### src/rtl/core/ple_pkg.sv
// ----------------------------------------------------------------------------
// ple_pkg
// Shared types, widths and codes for the positional list engine.
// ----------------------------------------------------------------------------
package ple_pkg;

   // Field widths of the request and response transactions
   localparam int DATA_W = 32;
   localparam int OP_W   = 3;
   localparam int POS_W  = 9;
   localparam int LEN_W  = 9;
   localparam int ST_W   = 2;

   // Default list depth
   localparam int PLE_CAPACITY = 256;

   // Operation codes
   localparam logic [OP_W-1:0] OP_INSERT  = 3'd0;
   localparam logic [OP_W-1:0] OP_REMOVE  = 3'd1;
   localparam logic [OP_W-1:0] OP_GET     = 3'd2;
   localparam logic [OP_W-1:0] OP_REPLACE = 3'd3;
   localparam logic [OP_W-1:0] OP_CLEAR   = 3'd4;

   // Response status codes
   localparam logic [ST_W-1:0] ST_DONE  = 2'd0;
   localparam logic [ST_W-1:0] ST_RANGE = 2'd1;
   localparam logic [ST_W-1:0] ST_FULL  = 2'd2;

   typedef struct packed {
      logic [OP_W-1:0]   operation;
      logic [POS_W-1:0]  position;
      logic [DATA_W-1:0] value;
   } req_type;

   typedef struct packed {
      logic              ok;
      logic [ST_W-1:0]   status;
      logic [DATA_W-1:0] data_out;
      logic [LEN_W-1:0]  length;
      logic              empty_res;
   } rsp_type;

   // Controller to datapath commands
   typedef struct packed {
      logic load;
      logic judge;
      logic step;
      logic read_slot;
      logic take_data;
      logic put_value;
      logic inc_count;
      logic dec_count;
      logic clear_count;
   } dp_cmd_type;

   // Datapath to controller status
   typedef struct packed {
      logic [OP_W-1:0] op;
      logic            go;
      logic            walk_more;
   } dp_status_type;

endpackage

### src/rtl/core/ple_ctrl.sv
// ----------------------------------------------------------------------------
// ple_ctrl
// Sequencer of the positional list engine: decides, walks and responds.
// ----------------------------------------------------------------------------
module ple_ctrl (
   input  logic                   clock,
   input  logic                   reset,
   input  logic                   start,
   input  ple_pkg::dp_status_type dp_status,
   output logic                   busy,
   output logic                   rsp_valid,
   output ple_pkg::dp_cmd_type    cmd
);
   import ple_pkg::*;

   typedef enum logic [6:0] {
      S_IDLE  = 7'b0000001,
      S_CHECK = 7'b0000010,
      S_WALK  = 7'b0000100,
      S_PUT   = 7'b0001000,
      S_READ  = 7'b0010000,
      S_LATCH = 7'b0100000,
      S_RESP  = 7'b1000000
   } state_type;

   state_type state_ff, state_in;
   logic      load;

   // A new transaction may enter while the previous result is strobed
   assign busy      = !((state_ff == S_IDLE) || (state_ff == S_RESP));
   assign rsp_valid = (state_ff == S_RESP);
   assign load      = start && !busy;

   always_comb begin
      state_in = state_ff;
      cmd      = '0;
      cmd.load = load;
      case (state_ff)
         S_IDLE, S_RESP: begin
            state_in = load ? S_CHECK : S_IDLE;
         end
         // Range check and dispatch
         S_CHECK: begin
            cmd.judge = 1'b1;
            state_in  = S_RESP;
            if (dp_status.go) begin
               case (dp_status.op)
                  OP_CLEAR: begin
                     cmd.clear_count = 1'b1;
                  end
                  OP_INSERT, OP_REMOVE: begin
                     state_in = S_WALK;
                  end
                  OP_GET, OP_REPLACE: begin
                     state_in = S_READ;
                  end
                  default: begin
                     state_in = S_RESP;
                  end
               endcase
            end
         end
         // Shift one entry per cycle; last write lands on the exit cycle
         S_WALK: begin
            if (dp_status.walk_more) begin
               cmd.step = 1'b1;
            end else if (dp_status.op == OP_INSERT) begin
               state_in = S_PUT;
            end else begin
               cmd.dec_count = 1'b1;
               state_in      = S_RESP;
            end
         end
         S_PUT: begin
            cmd.put_value = 1'b1;
            cmd.inc_count = 1'b1;
            state_in      = S_RESP;
         end
         S_READ: begin
            cmd.read_slot = 1'b1;
            state_in      = S_LATCH;
         end
         S_LATCH: begin
            cmd.take_data = 1'b1;
            cmd.put_value = (dp_status.op == OP_REPLACE);
            state_in      = S_RESP;
         end
         default: begin
            state_in = S_IDLE;
         end
      endcase
   end

   always_ff @(posedge clock) begin
      if (reset) begin
         state_ff <= S_IDLE;
      end else begin
         state_ff <= state_in;
      end
   end

endmodule

### config.mk
export PLATFORM = sky130hd
export DESIGN_NAME = ple_ctrl
export DESIGN_NICKNAME = d
export VERILOG_FILES = /design/src/rtl/core/ple_pkg.sv /design/src/rtl/core/ple_ctrl.sv
export SDC_FILE = /design/constraint.sdc
export NUM_CORES = 1
export LEC_CHECK = 0
export ABC_AREA = 1
export BUFFER_PORTS_ARGS = -buffer_cell sky130_fd_sc_hd__buf_2
export CORE_ASPECT_RATIO = 0.9
export CORE_MARGIN = 4
export CORE_UTILIZATION = 33
export CTS_CLUSTER_DIAMETER = 150
export DETAILED_ROUTE_END_ITERATION = 12
export PLACE_DENSITY = 0.67
export SKIP_CTS_REPAIR_TIMING = 1
export SLEW_MARGIN = 0
export SYNTH_ARGS = -nofsm -noshare
export SYNTH_HDL_FRONTEND = slang
export SYNTH_SLANG_ARGS = --single-unit
### constraint.sdc
create_clock -name clock -period 3 [get_ports clock]
set_input_delay 0.6 -clock clock [delete_from_list [all_inputs] [get_ports clock]]
set_output_delay 0.6 -clock clock [all_outputs]
set_load 0.01 [all_outputs]
-- Word-level counts from Yosys, hierarchy flattened
Index checks and enable logic that the tools add are counted.
W data, S select, Z words.
- output and inout port bits: 11
- bits of input ports: 8
- word-level logic and storage cells: 40
- register bits after elaboration: 7
- reductions and logical operators: 8
- mux-type cells: 19
- equal/unequal tests: 12
- operators by type and width (operator ; count):
    $pmux W7 S5 ; 1
    $mux W7 ; 3
    $pmux W7 S2 ; 1
    $mux W1 ; 12
    $reduce_or A2 Y1 ; 4
    $eq A7 B1 Y1 const B ; 1
    $eq A7 B2 Y1 const B ; 1
    $eq A7 B3 Y1 const B ; 1
    $eq A7 B4 Y1 const B ; 1
    $eq A7 B5 Y1 const B ; 1
    $eq A7 B6 Y1 const B ; 1
    $eq A7 B7 Y1 const B ; 1
    $eq A3 B2 Y1 const B ; 2
    $eq A3 B1 Y1 const B ; 1
    $eq A3 B3 Y1 const B ; 1
    $logic_not A3 Y1 ; 1
    $mux W2 ; 1
    $ne A2 B2 Y1 const B ; 1
    $pmux W1 S2 ; 1
    $logic_and A1 B1 Y1 ; 1
    $logic_not A1 Y1 ; 1
    $logic_or A1 B1 Y1 ; 1

-- Logic depth before layout (Yosys ltp)
Gate-level depths: netlist (run 1).
- depth after elaboration: 5
- gate-level depth with buffers: 9
- gate-level depth less buffers: 9

-- Least setup slack after synthesis (run 1)
OpenSTA, ideal clock, no wires.
- path kind: input -> output
- start point: input dp_status[4] (netlist bit)
- end point: output cmd[3] (netlist bit)
- arrival time: 1.034 ns
- stages on the path: 3
- setup slack: 1.366 ns
- required time: 2.400 ns
- buffers on the path: 0
- cells stage by stage: inv_1 > nand3_1 > o21ai_0
- RTL lines (item ; RTL line ; text):
    start, declared ; ple_ctrl.sv:9 ; input ple_pkg::dp_status_type dp_status,
    end, declared ; ple_ctrl.sv:12 ; output ple_pkg::dp_cmd_type cmd

==> flow_summary.ini, run 1 <==
[run_status]
status = finished clean

[sta]
clock-skew-final_ns = 0.00178
timing.final.setup_violations = 0
fmax_mhz = 520
timing.final.crit_share = 0.642
timing.final.max_slew_violations = 0
final.setup.tns_ns = 0
grt_setup_unrepaired = no
finalHoldViolCount = 0
finalCriticalPeriod_ns = 1.92
worst-slew-pin-transition_ns = 0.262
worst_slew_margin_rel = 0.824

[grt]
grt_start_max_net_pins = 6
grt_pass1_wl_mm = 1.87
first_global_vias = 500
grt.overflow.total = 0
antenna_found_initial = 0
grt_use_total = 0.115

[flow_run]
max-cap-violations = 0

[setup_path]
worst_ep_arrival_time_ns = 1.32
timing.critical_path.cells = nor2_2 > nand2_1 > inv_1 > nand2_2 > nand2_2 > nand2_1 > inv_1 > buf_2
r2r_slack_ns = 1.81
cp-start-kind = flip-flop
worst-r2r-cell-count = 9
regToRegStartpoint = state_ff[3]
worstReg2RegEnd = state_ff[4]
critPathMaxStageDelay_ns = 0.32
critPathCaptureType = output pin
critical_path_required_ns = 2.40
library_cell_contributing_the_largest_single_delay_on_the_critical_path = dfxtp_1
path_class = flip-flop to output pin
critPathMaxFanout = 4
critical_path.startpoint = state_ff[0]
termination_of_the_worst_setup_path = cmd[8]

[yosys]
yosys-top-cells-area = dfxtp_1 (28%), nand2_1 (17%), nor2_1 (13%)
synth_flop_cell = dfxtp_1
syn_avg_cell_area_um2 = 5.72
proportion_of_netlist_area_held_by_the_largest_area_contributor = 0.279
largest_area_contributor_in_the_synthesized_netlist = dfxtp_1
yosys_register_bits = 7
netlist_instances = 88
number_of_enable_flip_flop_cells_after_synthesis = 0
synth_most_common_cell = nand2_1
seq_area_frac_synth = 0.279
asyncSetResetFlopFracSynth = 0
synthDistinctLibCells = 19
post_synth_most_frequent_cells = nand2_1 (23), nor2_1 (18), inv_1 (13)
syn-cell-area_um2 = 503
synth_fp_nets = 96
yosysWarningCount = 0

[clock_network]
clk_root_buffer_cell = clkbuf_4
clock_tree.htree_level_count = 1
clk_pin_slew_worst_paths_ns = 0.05
cts.sinks = 7
cts-root-to-sink-buffers = 2
cts_tree = yes
clock_insertion_delay_worst_skew_ns = 0.25
cts-buffers-inserted = 3

[power]
power_per_cell_area_nw_per_um2 = 363
power.sequential.fraction = 0.431
internal_power_w = 0.000165
peakVddDrop_mv = 0.152
sw_frac_of_total = 0.282
combinationalPowerShare = 0.205
part_of_the_total_power_dissipated_in_the_clock_network = 0.364
p_switching_w = 0.0000647
power.static_leakage_nw = 0.386

[detailed_routing]
iteration_0_drc_count_of_the_detailed_router = 14
wl_per_cell_um = 9.31
first_pass_iters = 4
routed-via-count = 586
ant_nets = 0
drc = 0
routed_wirelength_mm = 1.15
detail_route.vias_per_cell = 4.73

[finish]
post_route_cells_drive_above_1_share = 0.294
number_of_flip_flops_in_the_largest_register = 7
layout_top_registers = state_ff: 7 flops
final-seq-area_um2 = 140
finalNonFillerCells = 124
filler_cell_count = 157
area_growth_syn_to_layout_pct = 25.4
multi_input_area_um2 = 292
most_flops_register = state_ff
net_total_in_the_final_layout = 118
insertedDiodeCount = 0

[die]
rows = 13
die_area_um2 = 2210
i_o_pin_count = 19
core_area_um2 = 1450
floorplan.die.height_um = 45.0
effective_utilization_at_floorplan = 0.347
fp.dieW_um = 49.2

[hold_path]
holdPathStages = 2
hold_class = flip-flop to flip-flop

[placed_design]
place.detailed.hpwl_mm = 1.00
numPlacedInstances = 120
placement.io_buffers = 18
gp_routability_congestion = 0.825
==> cell families (layout without fill, tap and decap cells) <==
| family | count (synthesis) | after routing | synth area share |
|---|---|---|---|
| flip-flops | 7 | 7 | 0.279 |
| AND/OR/NAND/NOR | 61 | 61 | 0.560 |
| AO/OA/AOI/OAI | 2 | 2 | 0.0199 |
| buffers and inverters | 18 | 39 | 0.142 |
==> power groups by stage <==
stage	Combinational [W]	Clock, W	Sequential [W]
6_report	0.0000470	0.0000834	0.0000988
5_1_grt	0.0000534	0.0000932	0.0000992
4_1_cts	0.0000472	0.0000863	0.0000988
3_5_place_dp	0.0000470	0	0.000101
3_3_place_gp	0.0000461	0	0.000101
2_1_floorplan	0.0000330	0	0.000100
==> critical path, delay by kind of cell (launching register included) <==
kind          cells  cell delay [ns]
simple gates      5             0.47
buf+inv           3             0.29
flops             1             0.32
==> worst min-delay path by stage <==
stage	endpoint	from
3_3_place_gp	state_ff[5]	state_ff[4]
5_1_grt	state_ff[5]	state_ff[4]
4_1_cts	state_ff[5]	state_ff[4]
2_1_floorplan	state_ff[5]	state_ff[4]
3_5_place_dp	state_ff[5]	state_ff[4]
6_report	state_ff[5]	state_ff[4]
==> metal layers <==
layer,vias up,share of wire,GRT usage
met4,0,0.020,0.102
met2,23,0.47,0.193
li1,307,-,-
met3,2,0.087,0.0330
met5,-,0,0
met1,254,0.42,0.121
==> cell usage in the layout, fill, tap and decap left out <==
cell / instances
nor3_2: 1
buf_2: 18
or2_0: 1
nor4_1: 1
or3_1: 1
nand2_4: 1
inv_1: 13
clkbuf_1: 1
o21ai_0: 1
nor3_1: 1
clkbuf_4: 3
nor2_1: 18
nand4_1: 1
a21oi_1: 1
nor2_2: 1
nor2_4: 1
inv_2: 4
nand2_2: 3
nand3_1: 8
nand2_1: 23
dfxtp_1: 7
==> stage by stage <==
step | utilization | cell area (um^2) | hold WS (ns) | setup slack (ns) | power [W]
after global routing | 0.436 | 631 | 0.578 | 0.968 | 0.000246
final | 0.436 | 631 | 0.547 | 1.08 | 0.000229
after floorplan | - | 503 | 0.507 | 1.37 | 0.000133
after detailed placement | 0.417 | 604 | 0.543 | 1.20 | 0.000148
after CTS | 0.436 | 631 | 0.545 | 1.06 | 0.000232
after global placement | 0.417 | 604 | 0.526 | 1.22 | 0.000147
==> final cells by class <==
class,count,area share
Clock buffer,4,0.0417
Sequential cell,7,0.222
Multi-Input combinational cell,63,0.462
Timing Repair Buffer,18,0.143
Inverter,17,0.101
Tap cell,15,0.0298
Power figures use the tool's default switching activity.
==> inputs of run 2 (changes only) <==
- clock period: 3 -> 1.8 ns (I/O delays scaled with it)
==> run 2 against run 1 <==
Against the previous run:
- sequential power up 67%
- clock-buffer cell count unchanged
- routed wire length up 5.6%
- largest cell class unchanged
- largest power group unchanged
==> flow_summary.ini, run 2 (synthesis results as in run 1) <==
[grt]
grt_use_total = 0.113
grt_start_max_net_pins = 6
first_global_vias = 500
grt.overflow.total = 0
grt_pass1_wl_mm = 1.95
antenna_found_initial = 0

[finish]
number_of_flip_flops_in_the_largest_register = 7
layout_top_registers = state_ff: 7 flops
insertedDiodeCount = 0
area_growth_syn_to_layout_pct = 25.9
post_route_cells_drive_above_1_share = 0.303
most_flops_register = state_ff
filler_cell_count = 152
net_total_in_the_final_layout = 118
most_common_library_cell_in_the_layout_ignoring_fill_and_taps = nand2_1
final_area_um2 = 633
layout_common_cells = nand2_1 (22), nor2_1 (18), buf_2 (18), inv_1 (13), nand3_1 (8)

[sta]
finalHoldViolCount = 0
worst_slew_margin_rel = 0.863
final.setup.tns_ns = 0
grt_setup_unrepaired = no
clock-skew-final_ns = 0.00480
worst-slew-pin-transition_ns = 0.204
timing.final.setup_violations = 0
finalCriticalPeriod_ns = 1.65
fmax_mhz = 605
timing.final.crit_share = 0.918
timing.final.max_slew_violations = 0
worst_case_setup_margin_in_the_final_layout_ns = 0.147

[clock_network]
clock_insertion_delay_worst_skew_ns = 0.25
clk_root_buffer_cell = clkbuf_4
clock_tree.htree_level_count = 1
cts-buffers-inserted = 3
cts.sinks = 7
cts-root-to-sink-buffers = 2
clk_pin_slew_worst_paths_ns = 0.05
cts_tree = yes

[placed_design]
preCtsSetupSlack_ns = 0.390
gp_routability_congestion = 0.848
placedInstanceArea_um2 = 604
place.detailed.hpwl_mm = 1.02
placement.io_buffers = 18

[power]
power.sequential.fraction = 0.429
sw_frac_of_total = 0.285
part_of_the_total_power_dissipated_in_the_clock_network = 0.365
internal_power_w = 0.000275
power_per_cell_area_nw_per_um2 = 607
power.static_leakage_nw = 0.386
peakVddDrop_mv = 0.309
combinationalPowerShare = 0.206
p_switching_w = 0.000110

[die]
i_o_pin_count = 19
core_area_um2 = 1450
die_area_um2 = 2210
effective_utilization_at_floorplan = 0.347
rows = 13
fp.dieW_um = 49.2
floorplan.die.height_um = 45.0

[setup_path]
library_cell_contributing_the_largest_single_delay_on_the_critical_path = dfxtp_1
worst_ep_arrival_time_ns = 1.29
critPathMaxFanout = 3
timing.critical_path.max_delay_family = simple AND/OR/NAND/NOR gates
timing.critical_path.cells = inv_1 > nand2_1 > nor2_1 > nand2_2 > inv_1 > nand2_1 > nor2_1 > buf_2
critical_path_required_ns = 1.44
path_class = flip-flop to output pin
critPathCaptureType = output pin
crit_buf_inv = 3
critPathMaxStageDelay_ns = 0.33
cp-start-kind = flip-flop

[detailed_routing]
ant_nets = 0
iteration_0_drc_count_of_the_detailed_router = 22
drc = 0
first_pass_iters = 4
routed-via-count = 586
wl_per_cell_um = 9.83
detail_route.vias_per_cell = 4.73
routed_wirelength_mm = 1.22

[run_status]
status = finished clean

[hold_path]
hold_class = primary input to flip-flop

[flow_run]
max-cap-violations = 0
-- run 2: cell count changes in the layout (fill, tap and decap cells not counted) --
cell / change
nand2_2: +1
nand2_1: -1
-- run 2: metal layers --
metal  share of wire  global-route usage  vias to the layer above
li1                -                   -                      310
met5               0                   0                        -
met3           0.063              0.0132                        2
met2            0.47               0.198                       28
met1            0.45               0.137                      246
met4           0.016              0.0682                        0
-- run 2: worst reg2reg max path: cells and delay by family, from the launching register on --
family	cells	cell delay, ns
buffers and inverters	2	0.13
AND/OR/NAND/NOR	7	0.59
flip-flops	1	0.40
-- run 2: final cells by class --
cell class	instances	area (um^2)	area share
clock buffer	4	26.3	0.0415
inverter	17	63.8	0.101
multi-input combinational	63	294	0.464
sequential	7	140	0.221
tap	15	18.8	0.0296
timing repair buffer	18	90.1	0.142
-- run 2: worst paths after layout --
path                            depth (start not counted)   startpoint  slack (ns)           to
worst min-delay path                                    2        reset        0.34  state_ff[2]
worst max register to register                          9  state_ff[4]        0.59  state_ff[4]
worst min register to register                          2  state_ff[4]        0.55  state_ff[5]
worst max-delay path                                    8  state_ff[1]        0.15       cmd[1]
-- run 2: power groups by stage --
stage | sequential [W] | combinational, W | clock, W
2_1_floorplan | 0.000167 | 0.0000550 | 0
5_1_grt | 0.000165 | 0.0000913 | 0.000146
6_report | 0.000165 | 0.0000790 | 0.000140
4_1_cts | 0.000165 | 0.0000787 | 0.000139
3_5_place_dp | 0.000168 | 0.0000785 | 0
3_3_place_gp | 0.000168 | 0.0000776 | 0
-- run 2: per-stage QoR --
stage                     instances  hold WS [ns]   util  power (W)
final                           124         0.345  0.437   0.000384
after global placement          120         0.535  0.417   0.000245
after detailed placement        120         0.542  0.417   0.000247
after floorplan                  88         0.429      -   0.000222
after global routing            124         0.369  0.437   0.000402
after CTS                       124         0.343  0.436   0.000382
